===== src/hdl/tbrl_pkg.sv =====
package tbrl_pkg;

  localparam int FW = 20;
  localparam int TW = 64;
  localparam int PW = 2 * FW;
  localparam int IW = 8;

  localparam logic [FW-1:0] US_PER_SEC  = FW'(1000000);
  localparam logic [FW-1:0] RESET_RATE  = FW'(2000);
  localparam logic [FW-1:0] RESET_CAP   = FW'(200);
  localparam logic [FW-1:0] RESET_COUNT = FW'(200);

  // Two quotient bits are retired per divider step.
  localparam int DIV_STEPS = FW / 2;
  localparam int CNT_W     = $clog2(DIV_STEPS);

  localparam logic [IW-1:0] REG_RATE = IW'(0);
  localparam logic [IW-1:0] REG_CAP  = IW'(1);

  typedef enum logic [3:0] {
    ST_IDLE,
    ST_ELAP,
    ST_MUL,
    ST_DLOAD1,
    ST_DIV1,
    ST_YIELD,
    ST_CHECK,
    ST_DLOAD2,
    ST_DIV2,
    ST_ADV,
    ST_GRANT
  } state_t;

  typedef enum logic [3:0] {
    OP_NONE,
    OP_LOAD,
    OP_ELAP,
    OP_MUL,
    OP_DLOAD,
    OP_DSTEP,
    OP_YIELD,
    OP_CLAMP,
    OP_SETCNT,
    OP_ADV,
    OP_GRANT
  } op_t;

  typedef struct packed {
    op_t  op;
    logic sel_rate;
  } cmd_t;

  typedef struct packed {
    logic count_zero;
    logic out_blocked;
    logic div_last;
    logic yield_zero;
    logic yield_gt_cap;
  } sts_t;

  // One restoring division step: returns {quotient bit, new remainder}.
  function automatic logic [FW:0] div_step(input logic [FW-1:0] rem,
                                           input logic          b,
                                           input logic [FW-1:0] d);
    logic [FW:0] t;
    logic [FW:0] diff;
    t    = {rem, b};
    diff = t - {1'b0, d};
    if (t >= {1'b0, d}) begin
      div_step = {1'b1, diff[FW-1:0]};
    end else begin
      div_step = {1'b0, t[FW-1:0]};
    end
  endfunction

endpackage


===== src/hdl/tbrl_ctrl.sv =====
module tbrl_ctrl (
  input  logic          clk,
  input  logic          rst_n,
  input  logic          in_valid,
  output logic          in_stall,
  input  tbrl_pkg::sts_t sts,
  output tbrl_pkg::cmd_t cmd
);

  tbrl_pkg::state_t state_r;
  tbrl_pkg::state_t state_nxt;

  always_ff @(posedge clk) begin
    if (!rst_n) begin
      state_r <= tbrl_pkg::ST_IDLE;
    end else begin
      state_r <= state_nxt;
    end
  end

  always_comb begin
    state_nxt    = state_r;
    cmd.op       = tbrl_pkg::OP_NONE;
    cmd.sel_rate = 1'b0;
    in_stall     = (state_r != tbrl_pkg::ST_IDLE);
    unique case (state_r)
      tbrl_pkg::ST_IDLE: begin
        if (in_valid) begin
          cmd.op    = tbrl_pkg::OP_LOAD;
          state_nxt = sts.count_zero ? tbrl_pkg::ST_ELAP : tbrl_pkg::ST_GRANT;
        end
      end
      tbrl_pkg::ST_ELAP: begin
        cmd.op    = tbrl_pkg::OP_ELAP;
        state_nxt = tbrl_pkg::ST_MUL;
      end
      tbrl_pkg::ST_MUL: begin
        cmd.op    = tbrl_pkg::OP_MUL;
        state_nxt = tbrl_pkg::ST_DLOAD1;
      end
      tbrl_pkg::ST_DLOAD1: begin
        cmd.op    = tbrl_pkg::OP_DLOAD;
        state_nxt = tbrl_pkg::ST_DIV1;
      end
      tbrl_pkg::ST_DIV1: begin
        cmd.op = tbrl_pkg::OP_DSTEP;
        if (sts.div_last) begin
          state_nxt = tbrl_pkg::ST_YIELD;
        end
      end
      tbrl_pkg::ST_YIELD: begin
        cmd.op    = tbrl_pkg::OP_YIELD;
        state_nxt = tbrl_pkg::ST_CHECK;
      end
      tbrl_pkg::ST_CHECK: begin
        priority if (sts.yield_zero) begin
          state_nxt = tbrl_pkg::ST_GRANT;
        end else if (sts.yield_gt_cap) begin
          cmd.op    = tbrl_pkg::OP_CLAMP;
          state_nxt = tbrl_pkg::ST_GRANT;
        end else begin
          cmd.op    = tbrl_pkg::OP_SETCNT;
          state_nxt = tbrl_pkg::ST_DLOAD2;
        end
      end
      tbrl_pkg::ST_DLOAD2: begin
        cmd.op       = tbrl_pkg::OP_DLOAD;
        cmd.sel_rate = 1'b1;
        state_nxt    = tbrl_pkg::ST_DIV2;
      end
      tbrl_pkg::ST_DIV2: begin
        cmd.op = tbrl_pkg::OP_DSTEP;
        if (sts.div_last) begin
          state_nxt = tbrl_pkg::ST_ADV;
        end
      end
      tbrl_pkg::ST_ADV: begin
        cmd.op    = tbrl_pkg::OP_ADV;
        state_nxt = tbrl_pkg::ST_GRANT;
      end
      tbrl_pkg::ST_GRANT: begin
        // The result register must be free or draining this cycle.
        if (!sts.out_blocked) begin
          cmd.op    = tbrl_pkg::OP_GRANT;
          state_nxt = tbrl_pkg::ST_IDLE;
        end
      end
      default: begin
        state_nxt = tbrl_pkg::ST_IDLE;
      end
    endcase
  end

endmodule


===== src/hdl/tbrl_dp.sv =====
module tbrl_dp (
  input  logic                           clk,
  input  logic                           rst_n,
  input  tbrl_pkg::cmd_t                 cmd,
  output tbrl_pkg::sts_t                 sts,
  input  logic [tbrl_pkg::TW-1:0]        in_now_us,
  input  logic                           cfg_valid,
  input  logic                           cfg_ready,
  input  logic [tbrl_pkg::IW-1:0]        cfg_index,
  input  logic [tbrl_pkg::FW-1:0]        cfg_data,
  output logic                           out_valid,
  input  logic                           out_stall,
  output logic                           out_granted,
  output logic [tbrl_pkg::FW-1:0]        out_tokens_left
);

  logic [tbrl_pkg::FW-1:0]    rate_r;
  logic [tbrl_pkg::FW-1:0]    cap_r;
  logic [tbrl_pkg::FW-1:0]    count_r;
  logic [tbrl_pkg::TW-1:0]    stamp_r;
  logic [tbrl_pkg::TW-1:0]    now_r;
  logic                       big_r;
  logic [tbrl_pkg::FW-1:0]    elap_r;
  logic [tbrl_pkg::PW-1:0]    prod_r;
  logic [tbrl_pkg::FW-1:0]    rem_r;
  logic [tbrl_pkg::FW-1:0]    dvd_r;
  logic [tbrl_pkg::FW-1:0]    quo_r;
  logic [tbrl_pkg::FW-1:0]    dsor_r;
  logic [tbrl_pkg::CNT_W-1:0] cnt_r;
  logic [tbrl_pkg::FW-1:0]    yield_r;
  logic                       out_valid_r;
  logic                       out_granted_r;
  logic [tbrl_pkg::FW-1:0]    out_tokens_r;

  logic [tbrl_pkg::TW-1:0]    diff;
  logic [tbrl_pkg::FW:0]      step_hi;
  logic [tbrl_pkg::FW:0]      step_lo;
  logic [tbrl_pkg::FW-1:0]    count_dec;

  assign diff      = now_r - stamp_r;
  assign step_hi   = tbrl_pkg::div_step(rem_r, dvd_r[tbrl_pkg::FW-1], dsor_r);
  assign step_lo   = tbrl_pkg::div_step(step_hi[tbrl_pkg::FW-1:0],
                                        dvd_r[tbrl_pkg::FW-2], dsor_r);
  assign count_dec = count_r - tbrl_pkg::FW'(1);

  assign sts.count_zero   = (count_r == '0);
  assign sts.out_blocked  = out_valid_r && out_stall;
  assign sts.div_last     = (cnt_r == tbrl_pkg::CNT_W'(tbrl_pkg::DIV_STEPS - 1));
  assign sts.yield_zero   = (yield_r == '0) || (rate_r == '0);
  assign sts.yield_gt_cap = (yield_r > cap_r);

  always_ff @(posedge clk) begin
    if (!rst_n) begin
      rate_r  <= tbrl_pkg::RESET_RATE;
      cap_r   <= tbrl_pkg::RESET_CAP;
      count_r <= tbrl_pkg::RESET_COUNT;
      stamp_r <= '0;
      cnt_r   <= '0;
    end else begin
      if (cfg_valid && cfg_ready) begin
        if (cfg_index == tbrl_pkg::REG_RATE) begin
          rate_r <= cfg_data;
        end else if (cfg_index == tbrl_pkg::REG_CAP) begin
          cap_r <= cfg_data;
        end
      end
      unique case (cmd.op)
        tbrl_pkg::OP_LOAD: begin
          now_r <= in_now_us;
        end
        tbrl_pkg::OP_ELAP: begin
          // Wrapped or long gaps count as more than one second.
          big_r  <= (diff > tbrl_pkg::TW'(tbrl_pkg::US_PER_SEC));
          elap_r <= diff[tbrl_pkg::FW-1:0];
        end
        tbrl_pkg::OP_MUL: begin
          prod_r <= tbrl_pkg::PW'(elap_r) * tbrl_pkg::PW'(rate_r);
        end
        tbrl_pkg::OP_DLOAD: begin
          rem_r  <= prod_r[tbrl_pkg::PW-1:tbrl_pkg::FW];
          dvd_r  <= prod_r[tbrl_pkg::FW-1:0];
          quo_r  <= '0;
          dsor_r <= cmd.sel_rate ? rate_r : tbrl_pkg::US_PER_SEC;
          cnt_r  <= '0;
        end
        tbrl_pkg::OP_DSTEP: begin
          rem_r <= step_lo[tbrl_pkg::FW-1:0];
          dvd_r <= {dvd_r[tbrl_pkg::FW-3:0], 2'b00};
          quo_r <= {quo_r[tbrl_pkg::FW-3:0], step_hi[tbrl_pkg::FW], step_lo[tbrl_pkg::FW]};
          cnt_r <= cnt_r + tbrl_pkg::CNT_W'(1);
        end
        tbrl_pkg::OP_YIELD: begin
          yield_r <= big_r ? rate_r : quo_r;
        end
        tbrl_pkg::OP_CLAMP: begin
          count_r <= cap_r;
          stamp_r <= now_r;
        end
        tbrl_pkg::OP_SETCNT: begin
          count_r <= yield_r;
          prod_r  <= tbrl_pkg::PW'(yield_r) * tbrl_pkg::PW'(tbrl_pkg::US_PER_SEC);
        end
        tbrl_pkg::OP_ADV: begin
          // Advance only by the time the credited tokens stand for.
          stamp_r <= stamp_r + tbrl_pkg::TW'(quo_r);
        end
        tbrl_pkg::OP_GRANT: begin
          if (count_r != '0) begin
            count_r <= count_dec;
          end
        end
        default: begin
        end
      endcase
    end
  end

  always_ff @(posedge clk) begin
    if (!rst_n) begin
      out_valid_r <= 1'b0;
    end else if (cmd.op == tbrl_pkg::OP_GRANT) begin
      out_valid_r <= 1'b1;
    end else if (!out_stall) begin
      out_valid_r <= 1'b0;
    end
  end

  always_ff @(posedge clk) begin
    if (cmd.op == tbrl_pkg::OP_GRANT) begin
      out_granted_r <= (count_r != '0);
      out_tokens_r  <= (count_r != '0) ? count_dec : '0;
    end
  end

  assign out_valid       = out_valid_r;
  assign out_granted     = out_granted_r;
  assign out_tokens_left = out_tokens_r;

endmodule


===== src/hdl/token_bucket_rate_limiter_unit.sv =====
// A request goes straight to the grant state when the bucket holds a token; otherwise a
// refill runs first, and it stops after the check when the yield is zero or clamped.
// Requests are taken one at a time: no new request is taken until the last is granted; a
// full refill runs two 10-step divisions (two quotient bits a step) on one shared divider.
// Reset (synchronous, rst_n low): rate 2000, cap 200, 200 tokens, stamp 0, no result.
module token_bucket_rate_limiter_unit (
  input  logic                    clk,
  input  logic                    rst_n,
  input  logic                    in_valid,
  output logic                    in_stall,
  input  logic [tbrl_pkg::TW-1:0] in_now_us,
  output logic                    out_valid,
  input  logic                    out_stall,
  output logic                    out_granted,
  output logic [tbrl_pkg::FW-1:0] out_tokens_left,
  input  logic                    cfg_valid,
  output logic                    cfg_ready,
  input  logic [tbrl_pkg::IW-1:0] cfg_index,
  input  logic [tbrl_pkg::FW-1:0] cfg_data
);

  tbrl_pkg::cmd_t cmd;
  tbrl_pkg::sts_t sts;

  assign cfg_ready = 1'b1;

  tbrl_ctrl u_ctrl (
    .clk      (clk),
    .rst_n    (rst_n),
    .in_valid (in_valid),
    .in_stall (in_stall),
    .sts      (sts),
    .cmd      (cmd)
  );

  tbrl_dp u_dp (
    .clk             (clk),
    .rst_n           (rst_n),
    .cmd             (cmd),
    .sts             (sts),
    .in_now_us       (in_now_us),
    .cfg_valid       (cfg_valid),
    .cfg_ready       (cfg_ready),
    .cfg_index       (cfg_index),
    .cfg_data        (cfg_data),
    .out_valid       (out_valid),
    .out_stall       (out_stall),
    .out_granted     (out_granted),
    .out_tokens_left (out_tokens_left)
  );

endmodule


===== config.mk =====
export PLATFORM = sky130hd
export DESIGN_NAME = token_bucket_rate_limiter_unit
export DESIGN_NICKNAME = d
export VERILOG_FILES = /design/src/hdl/tbrl_pkg.sv /design/src/hdl/tbrl_ctrl.sv /design/src/hdl/tbrl_dp.sv /design/src/hdl/token_bucket_rate_limiter_unit.sv
export SDC_FILE = /design/constraint.sdc
export NUM_CORES = 2
export LEC_CHECK = 0
export ABC_AREA = 1
export BUFFER_PORTS_ARGS = -buffer_cell sky130_fd_sc_hd__clkbuf_2
export CELL_PAD_IN_SITES_DETAIL_PLACEMENT = 0
export CELL_PAD_IN_SITES_GLOBAL_PLACEMENT = 1
export CORE_ASPECT_RATIO = 1.1
export CORE_UTILIZATION = 52
export DETAILED_ROUTE_END_ITERATION = 8
export HOLD_SLACK_MARGIN = 0.02
export PLACE_DENSITY_LB_ADDON = 0.1
export RECOVER_POWER = 50
export SETUP_SLACK_MARGIN = 0.1
export SLEW_MARGIN = 30
export SYNTH_ARGS = -nofsm -noshare
export SYNTH_HDL_FRONTEND = slang
export SYNTH_SLANG_ARGS = --single-unit

===== constraint.sdc =====
create_clock -name clk -period 11.1 [get_ports clk]
set_clock_uncertainty 0.2 [all_clocks]
set_input_delay 0.555 -clock clk [delete_from_list [all_inputs] [get_ports clk]]
set_output_delay 0.555 -clock clk [all_outputs]
set_load 0.005 [all_outputs]

* Word level (Yosys, flattened, before mapping)
Cells that the tools add are included.
** Storage, ports and cells
- Flip-flop bits (word level) :: 379
- Bits in latches :: 0
- Memory bits (writable) :: 0
- Memory bits (read-only) :: 0
- Bits of input ports :: 97
- Output and inout bits :: 24
- Memories :: 0
** Cells by class
- Add/sub/neg operators :: 6
- Multiply operators :: 2
- Div/mod/pow operators :: 0
- Magnitude comparators :: 4
- Eq/ne operators :: 28
- Shift-type cells :: 0
- Muxes and demuxes :: 27
- Bitwise gates (word level) :: 1
- Reduce and logical (&&, ||, !) cells :: 25
** Operators by type and width (count)
- $pmux 64 s2 :: 1
- $pmux 20 s2 :: 3
- $pmux 40 s2 :: 1
- $add 64x20->64 :: 1
- $gt 64x20->1 const B :: 1
- $sub 64x64->64 :: 1
- $logic_not 20->1 :: 3
- $pmux 20 s3 :: 1
- $pmux 4 s11 :: 1
- $ge 21x20->1 :: 2
- $mux 21 :: 2
- $mul 20x20->40 :: 1
- $mux 20 :: 2
- $mux 4 :: 10
- $sub 20x20->20 :: 2
- $pmux 4 s9 :: 1
- $mul 20x14->34 const B :: 1
- $eq 4x3->1 const B :: 8
- $eq 4x4->1 const B :: 7
- $gt 20x20->1 :: 1
- $reduce_bool 20->1 :: 1
- $sub 20x1->20 const B :: 1
- $eq 4x2->1 const B :: 4
- $reduce_and 2->1 :: 8
- other kinds (18) :: 29

* Depth between registers and ports, before layout
- Depth in word-level cells :: 7
- Depth in mapped cells :: 32
- Mapped depth without buffers :: 29

* Cells and area by module
From an unflattened synthesis, not the netlist that was laid out.
** Unflattened totals
- Cell total of the unflattened synthesis :: 6106
- Area total of the unflattened synthesis :: 45148.3 um^2
** Modules (own cells, without submodules)
- tbrl_dp :: instances 1, cells an instance 6030, area each 44751.7 um^2
- tbrl_ctrl :: instances 1, cells an instance 74, area each 385.4 um^2
- token_bucket_rate_limiter_unit :: instances 1, cells an instance 2, area each 11.3 um^2

* Least setup slack after synthesis
OpenSTA, ideal clock, no wires.
- Path kind :: flip-flop to flip-flop
- From :: register u_dp.rate_r[3] in the netlist's numbering
- To :: register u_dp.prod_r[33] in the netlist's numbering (data pin)
- Library setup time :: 0.258 ns
- Arrival :: 6.012 ns
- Data required time :: 10.642 ns
- Slack :: 4.630 ns
- Cell stages (with the launch flop) :: 27
- Buffers on the path :: 1
- Clock period less this slack :: 6.470 ns
- Path through :: dfxtp_1 -> clkbuf_1 -> nand2_1 -> inv_1 -> fa_1 -> fa_1 -> inv_1 -> fa_1 -> inv_1 -> fa_1 -> inv_1 -> fa_1 -> inv_1 -> fa_1 -> inv_1 -> fa_1 -> inv_1 -> ha_1 -> a21oi_1 -> inv_1 -> a31oi_1 -> a21boi_1 -> o21ai_1 -> a21oi_1 -> o21bai_1 -> nor2_1 -> o21ai_1
** Between the ends
- Longest elaborated chain between the ends :: 6
- Elaborated cells on any way between the ends :: 8
** Ends and longest elaborated chain
- from (decl) :: RTL line tbrl_dp.sv:17 : logic [tbrl_pkg::FW-1:0] rate_r;
- from (signal assigned) :: RTL line tbrl_dp.sv:54 : rate_r <= tbrl_pkg::RESET_RATE;
- from (signal assigned) :: RTL line tbrl_dp.sv:62 : rate_r <= cfg_data;
- parallel branches: the longest is 5 deep, another holds $mul 20x20->40
- $pmux 40 s2 * :: RTL line tbrl_dp.sv:67 : unique case (cmd.op)
- to (signal assigned) :: RTL line tbrl_dp.sv:77 : prod_r <= tbrl_pkg::PW'(elap_r) * tbrl_pkg::PW'(rate_r);
- to (signal assigned) :: RTL line tbrl_dp.sv:101 : prod_r <= tbrl_pkg::PW'(yield_r) * tbrl_pkg::PW'(tbrl_pkg::US_PER_SEC);
- to (decl) :: RTL line tbrl_dp.sv:24 : logic [tbrl_pkg::PW-1:0] prod_r;
Mark *: on every way between the ends.
A chain may end at the register's enable or synchronous reset.

* Worst setup path after layout
- From :: register u_dp.elap_r[8] in the netlist's numbering
- To :: register u_dp.prod_r[39] in the netlist's numbering (data pin)
** Between the ends
- Longest elaborated chain between the ends :: 2
** Ends and longest elaborated chain
- from (decl) :: RTL line tbrl_dp.sv:23 : logic [tbrl_pkg::FW-1:0] elap_r;
- from (signal assigned) :: RTL line tbrl_dp.sv:74 : elap_r <= diff[tbrl_pkg::FW-1:0];
- $mul 20x20->40 :: RTL line tbrl_dp.sv:77
- $pmux 40 s2 :: RTL line tbrl_dp.sv:67
No other way between the ends.

==> results.md <==
Die:
- The die height is 309 µm.
- The die footprint is between 80000 and 90000 µm².
- The initial utilization of the core area, before any placement, comes to 52.5%.
- The core region area is approximately 85000 µm².
- The site row count is around 110.
- The number of top-level pins is about 120.
- From left edge to right edge, the die measures between 200 and 300 µm.

Worst setup path:
- The worst setup path is launched from a flop.
- At the worst endpoint, the required time is about 11000 ps.
- Along the worst path, the maximum fanout reaches 20.
- The critical path in this run is classified as flop to flop.
- The arrival time at the worst endpoint is around 7600 ps.
- The element type at the critical path end is a flop.

Timing:
- The final count of negative-setup-slack endpoints is 0.
- The worst path meets setup with roughly 3700 ps of slack.
- The final sum of negative setup slack is 0 ps.
- The slew at the pin closest to its max-slew limit is 3920 ps.
- The minimum hold slack is ~38 ps.
- Setup repair after global routing left no endpoint under its margin.
- The count of final max-slew check failures was a little over 300.
- The worst max-slew margin expressed relative to the limit is -161%.
- The hold violation count in the final report is 0.
- The final cycle utilization of the critical path is about 67%.
- The achievable clock frequency is around 130 MHz.
- The smallest clock period supported by the final layout is computed as ~7400 ps.

Hold path:
- The tightest min-delay check is of the input port to flop type.

Cells and area:
- The layout overhead on the synthesized area is 8.54%.
- The number of antenna diodes in the final layout is 0.
- Leaving out fill and tap cells, the most frequent cell in the layout is nand2_1.
- The sequential cell area is between 10000 and 15000 µm².
- Leaving out fill and tap cells, the most frequent cells in the layout are nand2_1, inv_1, nor2_1, ha_1, fa_1.
- The multi-input combinational cell area is about 29000 µm².
- The number of inserted filler cells in the final layout is roughly 8400.
- The final layout contains between 6000 and 7000 nets.
- The post-route netlist has roughly 4.3% of its cells at a drive strength greater than 1.
- The largest registers in the layout are u_dp.now_r x64, u_dp.stamp_r x64, u_dp.prod_r x40.

Place:
- Once detailed placement completed, the half-perimeter wirelength came to 120000 µm.
- Routability-driven placement finished with a final weighted congestion of roughly 0.97.
- At the placement stage, the worst setup path has a slack of about 3800 ps.
- The count of port buffers added during placement is roughly 120.

Clock tree:
- CTS saw 379 sinks.
- The number of clock buffers added by TritonCTS is 46.
- The tree is rooted in a clkbuf_16.
- At the later pin of the worst-skew pair, clock insertion delay measures 630 ps.
- The clock transition at the registers of the reported paths is around 70 ps.
- The H-tree depth is 2.
- TritonCTS built the clock tree.
- The maximum clock insertion buffer count is 3.

Global route:
- The global routing usage summed across all routing layers is between 30% and 40%.
- The number of global-route vias before repair is around 40000.
- The initial antenna violation count was 4.
- Entering global routing, the biggest net connects 75 pins.
- Global routing finished with a remaining overflow of 0.
- The first-pass GRT wire length is around 230000 µm.

Detailed routing:
- The first routing iteration left 2736 violations.
- After detailed routing, the average wire length per cell comes to roughly 21 µm.
- After detailed routing, the wire length on met1 is between 60000 and 70000 µm.
- The final wirelength is roughly 150000 µm.
- Routed signal wires occupy layers up through met5.
- The number of search-and-repair iterations in the first detailed-routing pass is 6.
- In the routed design, unresolved DRC markers number 0.
- Across all layers, the routed design uses between 30000 and 40000 vias.
- After detailed routing, the met3 layer carries around 8600 µm of wire.
- The number of nets still failing antenna checks after routing is 0.
- The via density per instance is 5.43.
- After detailed routing, the met2 layer carries approximately 70000 µm of wire.

Synth:
- The cell area that synthesis handed to floorplanning was between 40000 and 50000 µm².
- In this run, synthesis inferred around 250 flip-flops with an integrated enable.
- The number of synthesized register bits is ~380.
- Counting every net in the synthesized netlist gives between 6000 and 7000.
- After synthesis, flip-flops and latches occupy between 20% and 30% of the total area.
- The share of flip-flops with an asynchronous set or reset is 0%.
- The primary flip-flop cell chosen by synthesis mapping is edfxtp_1.
- Dividing the synthesized area by the synthesized cell count gives between 7 and 8 µm².
- The cell count after synthesis came out at 5919.
- The post-synthesis cell type count is 64.
- The Yosys step of the flow raised 0 warnings.

Power and ir drop:
- The peak ir drop on the vdd network is ~0.22 mV.
- The total power is 9.44 mW.
- The areal power density over the cells is 196 nW/µm².
- Summed over all cells, the static leakage comes to about 24 nW.

Job:
- The reported max-cap violation count is 7.

Outcome:
- The final reports fail on max-capacitance violations, max-slew violations.
- The run finished, with violations left.
area by class of cell:
cell class | instances | share of cell area (%)
clock buffer | 67 | 2.79
clock inverter | 19 | 0.402
inverter | 1269 | 9.88
multi-input combinational | 4107 | 60.0
sequential | 379 | 20.8
tap | 1140 | 2.96
timing repair buffer | 229 | 3.15
where the power goes:
| part | total, mW | internal, mW | switching [mW] |
|---|---|---|---|
| clock network | 1.55 | 0.876 | 0.679 |
| registers | 2.09 | 1.91 | 0.179 |
| logic | 5.79 | 1.95 | 3.84 |
| total | 9.44 | 4.74 | 4.70 |
routing by layer:
metal	track usage (%)	vias up
met5	0	-
met4	16.3	4
met3	4.81	314
met2	59.7	1300
met1	43.3	18600
li1	-	18900
stage by stage:
stage | std cells | util (%) | cell area (µm²)
final | 7210 | 57.0 | 48200
after global routing | 7210 | 57.0 | 48200
after CTS | 7209 | 57.1 | 48300
after detailed placement | 7056 | 54.5 | 46100
after global placement | 7056 | 54.5 | 46100
after floorplan | 5919 | - | 44400
logic make-up (layout without fill, tap and decap cells):
group	count (synthesis)	in the layout	share of synthesized area, %
flops	379	379	22.6
other cells	1	1	0.00844
buf+inv	1433	1584	12.4
compound gates	825	825	10.6
fa+ha+maj	822	822	29.9
xor+xnor	156	156	3.08
simple gates	2303	2303	21.4
cell usage after synthesis (4+ instances only):
cell      count  area share [%]
o21ai_0     259             2.9
a21oi_1     298             3.4
nand4_1      59            0.83
dfxtp_1     133             6.0
a21boi_1      5           0.085
o221ai_1     22            0.43
nor2_2        5           0.070
o21ai_1      38            0.43
a21o_1       20            0.34
edfxtp_1    246              17
nor2_1      443             3.7
xor2_1       86             1.7
buf_6         8            0.20
o22ai_1      10            0.14
a211oi_1     18            0.30
a21boi_0      5           0.085
nand2_1    1423              12
xnor2_1      70             1.4
o21bai_1     25            0.42
a21oi_2      12            0.24
o211ai_1     28            0.47
nand3b_1     16            0.27
o21ai_2       6            0.12
fa_1        399              18
a31oi_1      46            0.65
or2_1         4           0.056
o21a_1       20            0.34
or2_2         9            0.13
nand3_1     185             2.1
clkbuf_1    125             1.1
buf_4         6            0.10
nor4_2        4            0.11
inv_1      1258              11
buf_2        22            0.25
inv_2        11           0.093
ha_1        423              12
nand3_2       7            0.16
nor3_1       99             1.1
nor4_1       23            0.32
critical path: stages, from the launching register on:
cell	delay (ps)
edfxtp_1	1030
nand2_1	170
fa_1	530
inv_1	50
fa_1	520
fa_1	490
fa_1	560
fa_1	540
fa_1	570
inv_1	60
fa_1	530
inv_1	40
ha_1	400
nand2_1	100
nor2_1	140
inv_1	80
nor2_1	130
inv_1	70
nor4_1	300
nand3_1	140
nand3_1	160
nand2_1	70
nand2_1	80
nand2_1	50
nand2_1	60
o22ai_1	80
timing repair:
action                                 CTS  global route
hold buffers                            67             0
gates resized for setup                  0             0
buffers inserted                         0             0
setup endpoints to repair                0             0
endpoints found under the hold margin   67             0
worst paths after layout:
kind                    startpoint          endpoint  slack [ps]  depth (start not counted)
setup reg to reg    u_dp.elap_r[8]   u_dp.prod_r[39]        3680                         25
hold / removal        cfg_data[17]    u_dp.cap_r[17]          40                          3
hold reg to reg   u_dp.stamp_r[41]  u_dp.stamp_r[41]         250                          1
setup / recovery    u_dp.elap_r[8]   u_dp.prod_r[39]        3680                         25
Power figures use the tool's default switching activity.
